## src/rtl/core/i2cm_pkg.sv

```systemverilog
// Shared types, codes and reset constants of the I2C master transaction engine.
package i2cm_pkg;

	// Configuration register indexes and reset values
	localparam int CFG_IDX_W = 1;
	localparam logic [CFG_IDX_W-1:0] CFG_PHASE_TICKS   = 1'd0;
	localparam logic [CFG_IDX_W-1:0] CFG_STRETCH_LIMIT = 1'd1;
	localparam logic [15:0] PHASE_TICKS_RST   = 16'd12;
	localparam logic [15:0] STRETCH_LIMIT_RST = 16'd5000;

	// Command codes carried on s_tuser
	localparam logic [1:0] OP_TICK  = 2'd0;
	localparam logic [1:0] OP_START = 2'd1;
	localparam logic [1:0] OP_WRITE = 2'd2;

	// Bits per byte on the bus
	localparam logic [3:0] BITS_PER_BYTE = 4'd8;

	typedef enum logic [4:0] {
		PH_IDLE  = 5'd0,
		PH_SWAIT = 5'd1,
		PH_S1    = 5'd2,
		PH_S2    = 5'd3,
		PH_S3    = 5'd4,
		PH_WB1   = 5'd5,
		PH_WBSCL = 5'd6,
		PH_WB2   = 5'd7,
		PH_WA1   = 5'd8,
		PH_WASCL = 5'd9,
		PH_WA2   = 5'd10,
		PH_WA3   = 5'd11,
		PH_WDATA = 5'd12,
		PH_RB1   = 5'd13,
		PH_RBSCL = 5'd14,
		PH_RB2   = 5'd15,
		PH_RA1   = 5'd16,
		PH_RASCL = 5'd17,
		PH_RA2   = 5'd18,
		PH_RA3   = 5'd19,
		PH_T1    = 5'd20,
		PH_TSCL  = 5'd21,
		PH_T2    = 5'd22,
		PH_T3    = 5'd23
	} phase_t;

	// One input transaction
	typedef struct packed {
		logic [1:0] opcode;
		logic [6:0] target_addr;
		logic       read_not_write;
		logic [7:0] byte_count;
		logic [7:0] write_byte;
		logic       scl_in;
		logic       sda_in;
	} item_t;

	// One result transaction
	typedef struct packed {
		logic       scl_drive_low;
		logic       sda_drive_low;
		logic       busy_res;
		logic       need_write_byte;
		logic [7:0] read_byte;
		logic       read_valid;
		logic       read_last;
		logic       done_res;
		logic       nack_error;
	} res_t;

endpackage

```

## src/rtl/core/i2cm_fsm.sv

```systemverilog
// Bus sequencer: state registers and the single-pass next-state and result logic.
module i2cm_fsm
	import i2cm_pkg::*;
(
	input  logic        clk,
	input  logic        arst_n,
	input  logic        advance,
	input  item_t       item,
	input  logic [15:0] phase_ticks,
	input  logic [15:0] stretch_limit,
	output res_t        res
);

	phase_t      phase_q, phase_d;
	logic [15:0] delay_q, delay_d;
	logic [15:0] stretch_q, stretch_d;
	logic [7:0]  shift_q, shift_d;
	logic [3:0]  bit_q, bit_d;
	logic [7:0]  bytes_q, bytes_d;
	logic        is_read_q, is_read_d;
	logic        ack_q, ack_d;
	logic        scl_low_q, scl_low_d;
	logic        sda_low_q, sda_low_d;

	logic        go;
	logic [15:0] dly_inc;
	logic        dly_over;
	logic [15:0] str_inc;
	logic        scl_ok;
	logic [3:0]  bit_inc;
	logic [7:0]  bytes_dec;
	logic [7:0]  rd_shift;
	logic        rvalid, rlast, done, nerr;
	logic [7:0]  rbyte;

	// Hold state until a transaction is accepted
	always_ff @(posedge clk or negedge arst_n) begin
		if (!arst_n) begin
			phase_q   <= PH_IDLE;
			delay_q   <= '0;
			stretch_q <= '0;
			shift_q   <= '0;
			bit_q     <= '0;
			bytes_q   <= '0;
			is_read_q <= 1'b0;
			ack_q     <= 1'b0;
			scl_low_q <= 1'b0;
			sda_low_q <= 1'b0;
		end else if (advance) begin
			phase_q   <= phase_d;
			delay_q   <= delay_d;
			stretch_q <= stretch_d;
			shift_q   <= shift_d;
			bit_q     <= bit_d;
			bytes_q   <= bytes_d;
			is_read_q <= is_read_d;
			ack_q     <= ack_d;
			scl_low_q <= scl_low_d;
			sda_low_q <= sda_low_d;
		end
	end

	// Advance the bus sequence by one tick
	always_comb begin
		phase_d   = phase_q;
		delay_d   = delay_q;
		stretch_d = stretch_q;
		shift_d   = shift_q;
		bit_d     = bit_q;
		bytes_d   = bytes_q;
		is_read_d = is_read_q;
		ack_d     = ack_q;
		scl_low_d = scl_low_q;
		sda_low_d = sda_low_q;
		go        = 1'b0;
		rvalid    = 1'b0;
		rlast     = 1'b0;
		rbyte     = '0;
		done      = 1'b0;
		nerr      = 1'b0;

		dly_inc   = delay_q + 16'd1;
		dly_over  = (dly_inc >= phase_ticks);
		str_inc   = stretch_q + 16'd1;
		scl_ok    = item.scl_in || (str_inc >= stretch_limit);
		bit_inc   = bit_q + 4'd1;
		bytes_dec = bytes_q - 8'd1;
		rd_shift  = {shift_q[6:0], item.sda_in};

		case (phase_q)
			PH_IDLE: begin
				if (item.opcode == OP_START) begin
					if (item.read_not_write && item.byte_count == 8'd0) begin
						done = 1'b1;
					end else begin
						shift_d   = {item.target_addr, item.read_not_write};
						bit_d     = '0;
						bytes_d   = item.byte_count;
						is_read_d = item.read_not_write;
						ack_d     = 1'b1;
						scl_low_d = 1'b0;
						sda_low_d = 1'b0;
						phase_d   = PH_SWAIT;
						go        = 1'b1;
					end
				end
			end
			PH_SWAIT, PH_WBSCL, PH_WASCL, PH_RBSCL, PH_RASCL, PH_TSCL: begin
				// Wait out a clock stretch, bounded by the stretch limit
				if (scl_ok) begin
					go = 1'b1;
					case (phase_q)
						PH_SWAIT: phase_d = PH_S1;
						PH_WBSCL: phase_d = PH_WB2;
						PH_WASCL: phase_d = PH_WA2;
						PH_RBSCL: phase_d = PH_RB2;
						PH_RASCL: phase_d = PH_RA2;
						default:  phase_d = PH_T2;
					endcase
				end else begin
					stretch_d = str_inc;
				end
			end
			PH_WDATA: begin
				if (item.opcode == OP_WRITE) begin
					shift_d   = item.write_byte;
					bytes_d   = bytes_dec;
					bit_d     = '0;
					sda_low_d = ~item.write_byte[7];
					phase_d   = PH_WB1;
					go        = 1'b1;
				end
			end
			default: begin
				// Timed phases: count the delay, act when it runs out
				if (dly_over) begin
					go = 1'b1;
					case (phase_q)
						PH_S1: begin
							sda_low_d = 1'b1;
							phase_d   = PH_S2;
						end
						PH_S2: begin
							scl_low_d = 1'b1;
							phase_d   = PH_S3;
						end
						PH_S3: begin
							bit_d     = '0;
							sda_low_d = ~shift_q[7];
							phase_d   = PH_WB1;
						end
						PH_WB1, PH_WA1, PH_RB1, PH_RA1, PH_T1: begin
							scl_low_d = 1'b0;
							case (phase_q)
								PH_WB1:  phase_d = PH_WBSCL;
								PH_WA1:  phase_d = PH_WASCL;
								PH_RB1:  phase_d = PH_RBSCL;
								PH_RA1:  phase_d = PH_RASCL;
								default: phase_d = PH_TSCL;
							endcase
						end
						PH_WB2: begin
							scl_low_d = 1'b1;
							shift_d   = {shift_q[6:0], 1'b0};
							bit_d     = bit_inc;
							if (bit_inc < BITS_PER_BYTE) begin
								sda_low_d = ~shift_q[6];
								phase_d   = PH_WB1;
							end else begin
								sda_low_d = 1'b0;
								phase_d   = PH_WA1;
							end
						end
						PH_WA2: begin
							if (item.sda_in) begin
								ack_d = 1'b0;
							end
							scl_low_d = 1'b1;
							phase_d   = PH_WA3;
						end
						PH_WA3: begin
							if (!ack_q || (!is_read_q && bytes_q == 8'd0)) begin
								sda_low_d = 1'b1;
								phase_d   = PH_T1;
							end else if (is_read_q) begin
								sda_low_d = 1'b0;
								shift_d   = '0;
								bit_d     = '0;
								phase_d   = PH_RB1;
							end else begin
								phase_d = PH_WDATA;
							end
						end
						PH_RB2: begin
							shift_d   = rd_shift;
							scl_low_d = 1'b1;
							bit_d     = bit_inc;
							if (bit_inc < BITS_PER_BYTE) begin
								phase_d = PH_RB1;
							end else begin
								rvalid    = 1'b1;
								rbyte     = rd_shift;
								rlast     = (bytes_q == 8'd1);
								sda_low_d = ~rlast;
								phase_d   = PH_RA1;
							end
						end
						PH_RA2: begin
							scl_low_d = 1'b1;
							sda_low_d = 1'b0;
							phase_d   = PH_RA3;
						end
						PH_RA3: begin
							bytes_d = bytes_dec;
							if (bytes_dec != 8'd0) begin
								sda_low_d = 1'b0;
								shift_d   = '0;
								bit_d     = '0;
								phase_d   = PH_RB1;
							end else begin
								sda_low_d = 1'b1;
								phase_d   = PH_T1;
							end
						end
						PH_T2: begin
							sda_low_d = 1'b0;
							phase_d   = PH_T3;
						end
						PH_T3: begin
							done    = 1'b1;
							nerr    = ~ack_q;
							phase_d = PH_IDLE;
						end
						default: begin
							// Unused codes fall back to idle with the lines released
							scl_low_d = 1'b0;
							sda_low_d = 1'b0;
							phase_d   = PH_IDLE;
						end
					endcase
				end else begin
					delay_d = dly_inc;
				end
			end
		endcase

		// Entering a phase restarts both counters
		if (go) begin
			delay_d   = '0;
			stretch_d = '0;
		end
	end

	// Result of this tick, showing the state after it
	always_comb begin
		res.scl_drive_low   = scl_low_d;
		res.sda_drive_low   = sda_low_d;
		res.busy_res        = (phase_d != PH_IDLE);
		res.need_write_byte = (phase_d == PH_WDATA);
		res.read_byte       = rbyte;
		res.read_valid      = rvalid;
		res.read_last       = rlast;
		res.done_res        = done;
		res.nack_error      = nerr;
	end

`ifndef ASSERT_OFF
	a_idle_holds: assert property (@(posedge clk) disable iff (!arst_n)
		advance && phase_q == PH_IDLE && item.opcode != OP_START |=> phase_q == PH_IDLE)
		else $error("sequencer left idle without a start command");
	a_done_not_busy: assert property (@(posedge clk) disable iff (!arst_n)
		res.done_res |-> !res.busy_res)
		else $error("transfer reported done while still busy");
	a_read_in_read: assert property (@(posedge clk) disable iff (!arst_n)
		res.read_valid |-> is_read_q)
		else $error("read byte delivered during a write transfer");
	a_nack_with_done: assert property (@(posedge clk) disable iff (!arst_n)
		res.nack_error |-> res.done_res)
		else $error("nack flagged without end of transfer");
	a_stall_holds: assert property (@(posedge clk) disable iff (!arst_n)
		!advance |=> $stable(phase_q) && $stable(delay_q))
		else $error("sequencer moved without a transaction");
`endif

endmodule

```

## src/rtl/core/i2cm_out_buf.sv

```systemverilog
// Result register with a skid stage so a new transaction is taken while a result waits.
module i2cm_out_buf
	import i2cm_pkg::*;
(
	input  logic clk,
	input  logic arst_n,
	input  logic in_valid,
	output logic in_ready,
	input  res_t in_data,
	output logic out_valid,
	input  logic out_ready,
	output res_t out_data
);

	logic out_v_q;
	logic skid_v_q;
	res_t out_d_q;
	res_t skid_d_q;
	logic in_fire;

	assign in_ready  = ~skid_v_q;
	assign in_fire   = in_valid & in_ready;
	assign out_valid = out_v_q;
	assign out_data  = out_d_q;

	// Track occupancy of the output and skid stages
	always_ff @(posedge clk or negedge arst_n) begin
		if (!arst_n) begin
			out_v_q  <= 1'b0;
			skid_v_q <= 1'b0;
		end else if (skid_v_q) begin
			if (out_ready) begin
				skid_v_q <= 1'b0;
			end
		end else if (in_fire) begin
			if (out_v_q && !out_ready) begin
				skid_v_q <= 1'b1;
			end else begin
				out_v_q <= 1'b1;
			end
		end else if (out_ready) begin
			out_v_q <= 1'b0;
		end
	end

	// Move payload in order: skid drains first
	always_ff @(posedge clk) begin
		if (skid_v_q) begin
			if (out_ready) begin
				out_d_q <= skid_d_q;
			end
		end else if (in_fire) begin
			if (out_v_q && !out_ready) begin
				skid_d_q <= in_data;
			end else begin
				out_d_q <= in_data;
			end
		end
	end

endmodule

```

## src/rtl/core/i2c_master_transaction_engine.sv

```systemverilog
// Each result is registered in the output stage, or in the skid stage while the output stalls.
// Throughput: one transaction per cycle while the skid is empty; one sequencer pass per tick.
// A two-entry result buffer keeps input accepted while one result waits downstream.
// Reset (arst_n low) returns to idle, releases both lines, empties the buffer and
// restores phase_ticks to 12 and stretch_limit to 5000.
module i2c_master_transaction_engine
	import i2cm_pkg::*;
(
	input  logic                 clk,
	input  logic                 arst_n,
	// Configuration write port
	input  logic                 cfg_we,
	input  logic [CFG_IDX_W-1:0] cfg_index,
	input  logic [15:0]          cfg_data,
	// Input stream
	input  logic                 s_tvalid,
	output logic                 s_tready,
	// [6:0] target_addr, [7] read_not_write, [15:8] byte_count, [23:16] write_byte,
	// [24] scl_in, [25] sda_in, [31:26] zero
	input  logic [31:0]          s_tdata,
	// [1:0] opcode
	input  logic [1:0]           s_tuser,
	// Output stream
	output logic                 m_tvalid,
	input  logic                 m_tready,
	// [0] scl_drive_low, [1] sda_drive_low, [2] busy_res, [3] need_write_byte,
	// [11:4] read_byte, [12] done_res, [13] nack_error, [15:14] zero
	output logic [15:0]          m_tdata,
	// [0] read_valid
	output logic                 m_tuser,
	// read_last
	output logic                 m_tlast
);

	logic [15:0] phase_ticks_q;
	logic [15:0] stretch_limit_q;
	item_t       item;
	res_t        res;
	res_t        res_out;
	logic        advance;

	// Hold configuration registers
	always_ff @(posedge clk or negedge arst_n) begin
		if (!arst_n) begin
			phase_ticks_q   <= PHASE_TICKS_RST;
			stretch_limit_q <= STRETCH_LIMIT_RST;
		end else if (cfg_we) begin
			case (cfg_index)
				CFG_PHASE_TICKS:   phase_ticks_q   <= cfg_data;
				CFG_STRETCH_LIMIT: stretch_limit_q <= cfg_data;
				default: ;
			endcase
		end
	end

	// Unpack the input transaction
	always_comb begin
		item.opcode         = s_tuser;
		item.target_addr    = s_tdata[6:0];
		item.read_not_write = s_tdata[7];
		item.byte_count     = s_tdata[15:8];
		item.write_byte     = s_tdata[23:16];
		item.scl_in         = s_tdata[24];
		item.sda_in         = s_tdata[25];
	end

	assign advance = s_tvalid & s_tready;

	i2cm_fsm u_fsm (
		.clk           (clk),
		.arst_n        (arst_n),
		.advance       (advance),
		.item          (item),
		.phase_ticks   (phase_ticks_q),
		.stretch_limit (stretch_limit_q),
		.res           (res)
	);

	i2cm_out_buf u_out_buf (
		.clk       (clk),
		.arst_n    (arst_n),
		.in_valid  (s_tvalid),
		.in_ready  (s_tready),
		.in_data   (res),
		.out_valid (m_tvalid),
		.out_ready (m_tready),
		.out_data  (res_out)
	);

	// Pack the result transaction
	assign m_tdata = {2'b00, res_out.nack_error, res_out.done_res, res_out.read_byte,
		res_out.need_write_byte, res_out.busy_res, res_out.sda_drive_low,
		res_out.scl_drive_low};
	assign m_tuser = res_out.read_valid;
	assign m_tlast = res_out.read_last;

endmodule

```

## config.mk

```make
export PLATFORM = sky130hd
export DESIGN_NAME = i2c_master_transaction_engine
export DESIGN_NICKNAME = d
export VERILOG_FILES = /design/src/rtl/core/i2cm_pkg.sv /design/src/rtl/core/i2cm_fsm.sv /design/src/rtl/core/i2cm_out_buf.sv /design/src/rtl/core/i2c_master_transaction_engine.sv
export SDC_FILE = /design/constraint.sdc
export NUM_CORES = 1
export LEC_CHECK = 0
export ABC_AREA = 1
export BUFFER_PORTS_ARGS = -buffer_cell sky130_fd_sc_hd__buf_2
export CAP_MARGIN = 20
export CORE_ASPECT_RATIO = 0.7
export CORE_MARGIN = 2
export CORE_UTILIZATION = 40
export CTS_BUF_LIST = sky130_fd_sc_hd__clkbuf_16
export CTS_CLUSTER_DIAMETER = 150
export DETAILED_ROUTE_END_ITERATION = 10
export PLACE_DENSITY_LB_ADDON = 0.15
export SYNTH_ARGS = -nofsm -noshare
export SYNTH_HDL_FRONTEND = slang
export SYNTH_HIERARCHICAL = 1
export SYNTH_SLANG_ARGS = --single-unit
export TNS_END_PERCENT = 10
```

## constraint.sdc

```tcl
create_clock -name clk -period 4.1 [get_ports clk]
set_input_delay 0.41 -clock clk [delete_from_list [all_inputs] [get_ports clk]]
set_output_delay 0.41 -clock clk [all_outputs]
set_load 0.005 [all_outputs]
```

-- After elaboration in Yosys (flattened, before gate mapping)
Cells that the tools add are included.
- bitwise logic cells: 11
- mux-type cells: 103
- $lt $le $gt $ge: 3
- equality and inequality tests: 39
- add/subtract/negate cells: 4
- reductions and logical operators: 43
- operators by type and width (operator ; number):
    $mux 16 ; 10
    $mux 8 ; 16
    $pmux 5 s11 ; 1
    $pmux 8 s3 ; 2
    $eq 5x4->1 const B ; 9
    $mux 1 ; 45
    $eq 5x5->1 const B ; 8
    $mux 5 ; 8
    $add 16x1->16 const B ; 2
    $ge 16x16->1 ; 2
    $mux 4 ; 8
    $pmux 8 s4 ; 1
    $pmux 5 s5 ; 1
    $eq 5x3->1 const B ; 4
    $pmux 5 s4 ; 1
    $reduce_and 10->1 ; 2
    $logic_not 8->1 ; 2
    $pmux 4 s4 ; 1
    $reduce_or 8->1 ; 2
    $pmux 5 s3 ; 1
    $reduce_and 3->1 ; 5
    $reduce_and 7->1 ; 2
    $ne 2x1->1 const B ; 6
    $pmux 4 s3 ; 1
    32 further kinds ; 63
- register bits: 127
- input bits: 56
- output and inout bits: 20
- word-level logic and storage cells: 235

-- Logic depth before layout (Yosys ltp)
Gate-level depths: netlist (run 1).
- depth after elaboration: 11
- mapped depth: 24
- depth with buffers taken out: 24

-- By module
Netlist (run 1), hierarchy kept.
- modules (own cells, without submodules) (module ; sequential area each (um^2) ; area each (um^2) ; cells each ; times used):
    i2cm_fsm ; 1526.5 ; 5446.5 ; 818 ; 1
    i2c_master_transaction_engine ; 809.5 ; 1352.5 ; 145 ; 1
    i2cm_out_buf ; 1011.0 ; 1287.5 ; 102 ; 1

-- Worst setup path before layout (run 1)
No wires, ideal clock.
- path type: register to register
- start: reg u_fsm.delay_q[0]
- end: reg u_out_buf.out_d_q, in the netlist u_out_buf/out_data[15] (data pin)
- required time: 3.848 ns
- period minus slack after synthesis: 3.486 ns
- buffers on the path: 2
- library setup time: 0.252 ns
- cell stages (with the launch flop): 23
- slack: 0.614 ns
- data arrival time: 3.234 ns
- cells stage by stage: dfrtp_1 > ha_1 > nand2_1 > nor2_1 > nand3_1 > nor3_1 > nand3_1 > nor2_1 > nand3_1 > xnor2_1 > ha_1 > nand2_1 > nor3_1 > nand3_1 > nand3_1 > buf_2 > nand2_1 > nand2_1 > o21ai_0 > a22o_1 > buf_4 > nand2_1 > nand2_1
- longest elaborated chain between the ends: 7
- ends and longest elaborated chain (item ; RTL line ; source):
    from (decl) ; i2cm_fsm.sv:15 ; logic [15:0] delay_q, delay_d;
    from (signal assigned) ; i2cm_fsm.sv:51 ; delay_q <= delay_d;
    $add 16x1->16 ; i2cm_fsm.sv:82 ; dly_inc = delay_q + 16'd1;
    $ge 16x16->1 ; i2cm_fsm.sv:83 ; dly_over = (dly_inc >= phase_ticks);
    $mux 1 ; i2cm_fsm.sv:136 ; if (dly_over) begin
    $pmux 1 s2 ; i2cm_fsm.sv:90 ; case (phase_q)
    net u_fsm.scl_low_d ; i2cm_fsm.sv:22 ; logic scl_low_q, scl_low_d;
    $mux 16 ; i2cm_out_buf.sv:53 ; if (out_v_q && !out_ready) begin
    $mux 16 ; i2cm_out_buf.sv:52 ; end else if (in_fire) begin
    $mux 16 ; i2cm_out_buf.sv:48 ; if (skid_v_q) begin
    to (signal assigned) ; i2cm_out_buf.sv:50 ; out_d_q <= skid_d_q;
    to (signal assigned) ; i2cm_out_buf.sv:56 ; out_d_q <= in_data;
    to (decl) ; i2cm_out_buf.sv:17 ; res_t out_d_q;
The timed path passes the listed nets, and every way through them passes these cells. The select of a mux whose other input is x is not followed.
A chain may end at the register's enable or synchronous reset.

==> impl_summary.log, run 1 <==
INFO  metric finClkSkew = about 0.0098 ns
INFO  metric ys_warn_count = 6
INFO  metric initial_utilization = between 40% and 50%
INFO  metric multi_input_comb_area = 0.00403 sq mm
INFO  metric drt_first_pass_iters = 7
INFO  metric cell_area_reported_after_detailed_placement = 0.00862 sq mm
INFO  metric critPathLaunchType = register
INFO  metric wl_per_cell = about 14 um
INFO  metric timing.final.setup_violations = 0
INFO  metric end_kind = register
INFO  metric ys_types = 52
INFO  metric cellPowerDensity = 539 mW/mm^2
INFO  metric synth.top_cells.by_area = dfrtp_1 27%, nand2_1 16%, edfxtp_1 12%, nand3_1 7.4%, ha_1 6.0%
INFO  metric dieHeight = roughly 120 um
INFO  metric num_io_pins = 76
INFO  metric vias = a little under 7000
INFO  metric placement_rows = 43
INFO  metric areaGrowthSynthToFinish = 14.7%
INFO  metric synth_largest_type_area_fraction = 27.2%
INFO  metric cts.clk_slew.worst_paths = 0.06 ns
INFO  metric tritoncts = done
INFO  metric tightestPinTransition = 0.805 ns
INFO  metric p_leak = 4.75 nW
INFO  metric cts-htree-levels = 4
INFO  metric yosysTopAreaCell = dfrtp_1
INFO  metric synth_enable_flop_cells = 32
INFO  metric grt_max_degree = 42
INFO  metric most_used_cell_cp = nand2_1
INFO  metric final_layout_size_suffix_gt1_share = 14.1%
INFO  metric post-synth-top-count-cell = nand2_1
INFO  metric clock_tree_root = clkbuf_16
INFO  metric postLayoutCellArea = about 0.0093 sq mm
INFO  metric setup_tns = 0 ns
INFO  metric timing.critical_path.slowest_cell_delay = 0.34 ns
INFO  metric n_antenna_cell = 0
INFO  metric status = finished, final reports clean
INFO  metric dp.cells = 1380
INFO  metric ir_worst_vdd = 0.000303 V
INFO  metric fill_cells = around 2000
INFO  metric dieWidth = between 150 and 200 um
INFO  metric fin_util = 46.8%
INFO  metric cts_made_buffers = 17
INFO  metric drcViolationCount = 0
INFO  metric post-place-ws = 0.0985 ns
INFO  metric core = 0.0198 sq mm
INFO  metric timing.final.max_slew_violations = 0
INFO  metric synthCells = 1065
INFO  metric final_hold_viol_count = 0
INFO  metric grt_first_pass_wirelength = roughly 33000 um
INFO  metric track_usage = between 10% and 20%
INFO  metric timing.critical_path.cells = buf_4 > nand3_1 > nor2_1 > nand3_1 > nor3_1 > nand3_1 > xor2_1 > inv_1 > ha_1 > nand2_1 > o21bai_1 > nand2_1 > a21oi_2 > nand3_2 > buf_4 > nand2_1 > nand2_1 > nor2_1 > nand2_1 > nor2_1 > nand2_1 > nand2_1 > nand2_1
INFO  metric drt-total-wl = 20100 um
INFO  metric whs = approximately 0.24 ns
INFO  metric max_cap_viol_count = 0
INFO  metric layout_setup_ws = 0.401 ns
INFO  metric final.period_utilization = 90.2%
INFO  metric critical_path.slowest_cell = dfrtp_1
INFO  metric antenna_violations_before_repair = 0
INFO  metric numPortBuffers = between 60 and 70
INFO  metric die_area = 0.0214 sq mm
INFO  metric vias_per_cell = 4.87
INFO  metric dominantRegCellSynth = dfrtp_1
INFO  metric synth_async_sr_flop_share = 74.8%
INFO  metric critical_path_class = register to register
INFO  metric fin_crit = 3.70 ns
INFO  metric syn-cell-area = between 0.008 and 0.009 sq mm
INFO  metric gp_routability_congestion = 0.920
INFO  metric nNetsFinal = 1226
INFO  metric clock_sink_count = 127
INFO  metric syn_avg_cell_area = 7.59 sq um
INFO  metric insertion_delay = 0.43 ns
INFO  metric ys_top_cells_by_count = 340 x nand2_1, 120 x nand3_1, 116 x inv_1, 88 x dfrtp_1, 77 x nor2_1
INFO  metric worst-endpoint-required = between 4 and 5 ns
INFO  metric regArea = about 0.0033 sq mm
INFO  metric hp-class = input pin to register
INFO  metric initialDrtViolationCount = 526
INFO  metric detailedPlacementHpwl = approximately 15000 um
INFO  metric crit_fanout = 9
INFO  metric final_antenna_net_count = 0
INFO  metric cp.arrival = 3.88 ns
INFO  metric slew_headroom = 45.6%
INFO  metric max_freq = between 200 and 300 MHz
INFO  metric clock_tree.buffer_depth = 2
INFO  metric grt.overflow.total = 0
INFO  metric number_of_global_route_vias_before_repair = 6227
INFO  metric finalNonFillerCells = 1414
INFO  metric ys_seq_area_share = 41.4%
INFO  metric totalPowerFinal = 5.00 mW
INFO  metric synth.ff_latch_count = 127
==> critical path: cells and delay by family, from the launching register on <==
| kind | cells | cell delay (ns) |
|---|---|---|
| flops | 1 | 0.34 |
| buf+inv | 3 | 0.41 |
| compound gates | 2 | 0.32 |
| xor+xnor | 1 | 0.14 |
| fa+ha+maj | 1 | 0.31 |
| simple gates | 16 | 1.92 |
==> cells in the final DEF (no fill, tap or decap), types with 2 or more instances in the layout <==
| cell type | count |
|---|---|
| nand2_1 | 340 |
| nand3_1 | 119 |
| inv_1 | 116 |
| dfrtp_1 | 88 |
| nor2_1 | 76 |
| buf_2 | 66 |
| o21ai_0 | 41 |
| ha_1 | 39 |
| edfxtp_1 | 32 |
| xor2_1 | 22 |
| a21oi_1 | 20 |
| nand4_1 | 18 |
| clkbuf_16 | 17 |
| nor3_1 | 17 |
| o21ai_1 | 16 |
| buf_4 | 14 |
| dfstp_2 | 7 |
| nor2_4 | 7 |
| inv_6 | 6 |
| xnor2_1 | 6 |
| nand2_4 | 4 |
| nor2_2 | 4 |
| nor4_1 | 4 |
| inv_4 | 4 |
| nand3b_1 | 4 |
| o311ai_0 | 4 |
| clkinv_1 | 3 |
| bufinv_16 | 3 |
| or2_2 | 3 |
| nor3_2 | 3 |
| nand2_2 | 3 |
| inv_2 | 3 |
| and2_1 | 3 |
| conb_1 | 2 |
| clkinvlp_4 | 2 |
| clkinv_2 | 2 |
| a21oi_2 | 2 |
| nand3_2 | 2 |
| a21oi_4 | 2 |
| a31oi_1 | 2 |
==> logic make-up (layout without fill, tap and decap cells) <==
logic type | count (synthesis) | count (layout) | synth area share, %
AND/OR/NAND/NOR | 610 | 610 | 33.2
buffers and inverters | 162 | 240 | 9.22
adder cells (fa/ha/maj) | 39 | 39 | 6.03
AO/OA/AOI/OAI | 97 | 97 | 6.95
XOR/XNOR | 29 | 29 | 3.14
flip-flops | 127 | 127 | 41.4
other | 1 | 2 | 0.0464
==> timing repair <==
action | CTS | global route
resized for setup | 0 | 6
setup endpoints to repair | 0 | 84
hold buffers | 1 | 0
endpoints found under the hold margin | 24 | 0
buffers inserted | 0 | 1
==> per-layer routing <==
metal  vias up  global-route usage (%)  part of all wire [%]
li1       3594                       -                     -
met1      3130                    31.9                    55
met2       151                    25.7                    39
met3        10                    4.49                   5.1
met4         0                    5.46                  0.73
met5         -                       0                     0
==> sequential cells by signal (all words and copies together) (netlist names) <==
register and count:
u_out_buf/out_data 16, u_fsm/sda_low_q 1, u_fsm/scl_low_q 1, u_fsm/bit_q 4, u_out_buf/skid_d_q 16, phase_ticks_q 16
u_out_buf/skid_v_q 1, u_fsm/delay_q 16, u_out_buf/out_valid 1, u_fsm/bytes_q 8, u_fsm/phase_q 5, stretch_limit_q 16
u_fsm/stretch_q 16, u_fsm/shift_q 8, u_fsm/is_read_q 1, u_fsm/ack_q 1
==> power breakdown <==
part	switching (mW)	internal, mW	total [mW]	leakage [nW]
Sequential	0.164	1.52	1.69	1.53
Clock	0.623	0.966	1.59	0.294
Combinational	1.16	0.566	1.72	2.93
==> layout make-up <==
type	count	share of cell area, %
multi-input cells	777	43.4
repair buffers	82	5.02
clock inverters	15	1.97
flip-flops and latches	127	36.1
inverters	126	5.26
well taps	270	3.64
clock buffers	17	4.59
==> path summary, 6_finish.rpt <==
kind	startpoint	to	slack (ns)	depth (start not counted)
min reg2reg	stretch_limit_q[8]	stretch_limit_q[8]	0.46	2
max reg2reg	u_fsm/delay_q[0]	u_out_buf/out_data[13]	0.40	23
min in group asynchronous	arst_n	u_fsm/stretch_q[14]	0.46	2
min	cfg_data[2]	phase_ticks_q[2]	0.24	3
max in group asynchronous	arst_n	u_fsm/delay_q[0]	2.75	3
max	u_fsm/delay_q[0]	u_out_buf/out_data[13]	0.40	23
(Power assumes the default switching activity.)
==> run 2, diff against run 1 <==
--- a/config.mk
+++ b/config.mk
@@ -8,7 +8,7 @@
 export ABC_AREA = 1
 export BUFFER_PORTS_ARGS = -buffer_cell sky130_fd_sc_hd__buf_2
 export CAP_MARGIN = 20
-export CORE_ASPECT_RATIO = 0.7
+export CORE_ASPECT_RATIO = 1.75
 export CORE_MARGIN = 2
 export CORE_UTILIZATION = 40
 export CTS_BUF_LIST = sky130_fd_sc_hd__clkbuf_16
==> run 2 against run 1 <==
Cell area down 0.57%. First-iteration DRC count down 12%. Hold slack got worse by 0.0083 ns. Critical path type unchanged. Largest power group unchanged.
==> impl_summary.log, run 2 (synthesized netlist as in run 1, its figures left out) <==
INFO  metric status = finished, final reports clean
INFO  metric areaGrowthSynthToFinish = 14.0%
INFO  metric gp_routability_congestion = 0.945 (+2.7%)
INFO  metric reg2reg_depth = 22 (-4.3%)
INFO  metric cts-htree-levels = 4 (unchanged)
INFO  metric fin_util = 46.5% (-0.32 points)
INFO  metric antenna_violations_before_repair = 0 (unchanged)
INFO  metric core = 0.0198 sq mm (+0.13%)
INFO  metric multi_input_comb_area = 0.00404 sq mm (+0.22%)
INFO  metric nNetsFinal = 1230 (+0.33%)
INFO  metric fill_cells = 2057 (+0.78%)
INFO  metric tritoncts = done
INFO  metric num_io_pins = 76 (unchanged)
INFO  metric tightestPinTransition = 0.770 ns (-0.0356 ns)
INFO  metric critPathLaunchType = register
INFO  metric grt.overflow.total = 0 (unchanged)
INFO  metric setup_tns = 0 ns (unchanged)
INFO  metric regArea = 0.00335 sq mm (unchanged)
INFO  metric timing.critical_path.to = u_out_buf/out_data[13]
INFO  metric dp.cells = 1357 (-1.7%)
INFO  metric cp.arrival = 3.94 ns (+0.06 ns)
INFO  metric final.period_utilization = 92.2% (+2.0 points)
INFO  metric placement_rows = 68 (+58%)
INFO  metric worst-endpoint-required = 4.27 ns (about the same)
INFO  metric dieHeight = 192 um (+56%)
INFO  metric final_antenna_net_count = 0 (unchanged)
INFO  metric initial_utilization = 40.8% (-0.052 points)
INFO  metric finClkSkew = 0.0156 ns (+0.00578 ns)
INFO  metric rr_endpoint = u_out_buf/out_data[13]
INFO  metric end_kind = register
INFO  metric most_used_cell_cp = nand3_1
INFO  metric clock_sink_count = 127 (unchanged)
INFO  metric vias = 7031 (+2.1%)
INFO  metric clock_tree.buffer_depth = 2 (unchanged)
INFO  metric n_antenna_cell = 0 (unchanged)
INFO  metric timing.critical_path.slowest_cell_delay = 0.36 ns (+0.02 ns)
INFO  metric clock_tree_root = clkbuf_16
INFO  metric drt-total-wl = 20800 um (+3.7%)
INFO  metric timing.final.setup_violations = 0 (unchanged)
INFO  metric drcViolationCount = 0 (unchanged)
INFO  metric ir_worst_vdd = 0.000325 V (+7.2%)
INFO  metric timing.critical_path.cells = ha_1 > nand2_1 > nor2_1 > nand3_1 > nor3_2 > nand3_1 > nor2_2 > nand3_1 > xnor2_2 > ha_1 > nand2_1 > nor3_4 > nand2_1 > nand3_1 > buf_4 > nand3_1 > nand3_1 > nand3_1 > nor2_1 > nand2_1 > nand2_1 > nand2_1
INFO  metric grt_max_degree = 39 (-7.1%)
INFO  metric critical_path_class = register to register
INFO  metric layout_common_cells = 340 x nand2_1, 119 x nand3_1, 118 x inv_1
INFO  metric final_layout_size_suffix_gt1_share = 14.3% (+0.21 points)
INFO  metric cts.clk_slew.worst_paths = 0.06 ns (about the same)
INFO  metric cts_made_buffers = 17 (unchanged)
INFO  metric max_cap_viol_count = 0 (unchanged)
INFO  metric cellPowerDensity = 524 mW/mm^2 (-2.8%)
INFO  metric hp-class = input pin to register
INFO  metric final_hold_viol_count = 0 (unchanged)
INFO  metric dieWidth = 111 um (-36%)
INFO  metric finalNonFillerCells = 1393 (-1.5%)
INFO  metric detailedPlacementHpwl = 16000 um (+7.4%)
INFO  metric timing.final.max_slew_violations = 0 (unchanged)
INFO  metric r2r-start = u_fsm/delay_q[1]
INFO  metric vias_per_cell = 5.05 (+3.7%)
INFO  metric wl_per_cell = 14.9 um (+5.3%)
INFO  metric insertion_delay = 0.42 ns (about the same)
INFO  metric startpoint = u_fsm/delay_q[1]
INFO  metric hold_path.startpoint = cfg_data[12]
INFO  metric max_freq = 265 MHz (-2.1%)
INFO  metric crit_fanout = 12 (+3)
INFO  metric layout_commonest_cell = nand2_1
INFO  metric drt_first_pass_iters = 8 (+1)
INFO  metric grt_first_pass_wirelength = 34300 um (+2.8%)
INFO  metric slew_headroom = 48.7% (+3.1 points)
INFO  metric track_usage = 20.1% (+0.33 points)
INFO  metric numPortBuffers = 67 (unchanged)
INFO  metric p_leak = 4.74 nW (-0.21%)
INFO  metric fin_crit = 3.78 ns (+0.0800 ns)
INFO  metric die_area = 0.0214 sq mm (+0.12%)
INFO  metric totalPowerFinal = 4.83 mW (-3.4%)
INFO  metric critical_path.slowest_cell = dfrtp_1
INFO  metric number_of_global_route_vias_before_repair = 7045 (+13%)
INFO  metric ff2ff_setup_slack = 0.32 ns (-0.08 ns)
INFO  metric initialDrtViolationCount = 463 (-12%)
-- run 2: cell count changes in the layout (fill, tap and decap cells not counted), moves of 2 or more --
cell and delta:
bufinv_16 -2, inv_1 +2, inv_6 -3, clkinv_4 +2, buf_4 +4
-- run 2: timing repair --
action / in CTS / in global routing
endpoints found under the setup margin: 0 / 52
setup buffers: 0 / 3
hold endpoints to repair: 31 / 0
hold buffers: 1 / 0
gates resized for setup: 0 / 8
-- run 2: layout make-up --
cell class / instances / share of cell area [%]
multi-input combinational: 777 / 43.8
clock inverter: 15 / 1.33
tap: 245 / 3.32
inverter: 126 / 5.29
clock buffer: 17 / 4.61
timing repair buffer: 86 / 5.37
sequential: 127 / 36.3
-- run 2: metal layers --
layer / GRT usage (%) / up-vias / part of all wire [%]
li1: - / 3590 / -
met1: 20.9 / 3283 / 38
met2: 40.0 / 133 / 57
met3: 3.60 / 25 / 2.8
met4: 6.89 / 0 / 2.1
met5: 0 / - / 0
-- run 2: worst min-delay path by stage --
stage,endpoint,depth (start not counted)
global route,stretch_limit_q[12],3
CTS,stretch_limit_q[12],3
finish,stretch_limit_q[12],3
global placement,u_fsm/delay_q[9],1
detailed placement,phase_ticks_q[10],1
floorplan,phase_ticks_q[0],0
-- run 2: power by group --
part	internal, mW	switching, mW
clock	0.828	0.570
sequential	1.53	0.180
combinational	0.573	1.16
-- run 2: critical path: cells and delay by family, from the launching register on --
kind,cells,cell delay [ns]
DFF,1,0.36
xor gates and xnor gates,1,0.18
adders and majority gates,2,0.47
and+or+nand+nor,18,2.30
buffers and inverters,1,0.21
-- run 2: metrics by stage --
step | cell area [sq um] | hold WS, ns | setup WS (ns)
3_5_place_dp | 8600 | 0.429 | 0.0962
4_1_cts | 9160 | 0.208 | 0.0839
5_1_grt | 9220 | 0.208 | -0.00898
3_3_place_gp | 8600 | 0.421 | 0.131
6_report | 9220 | 0.230 | 0.321
2_1_floorplan | 8090 | 0.114 | 0.614
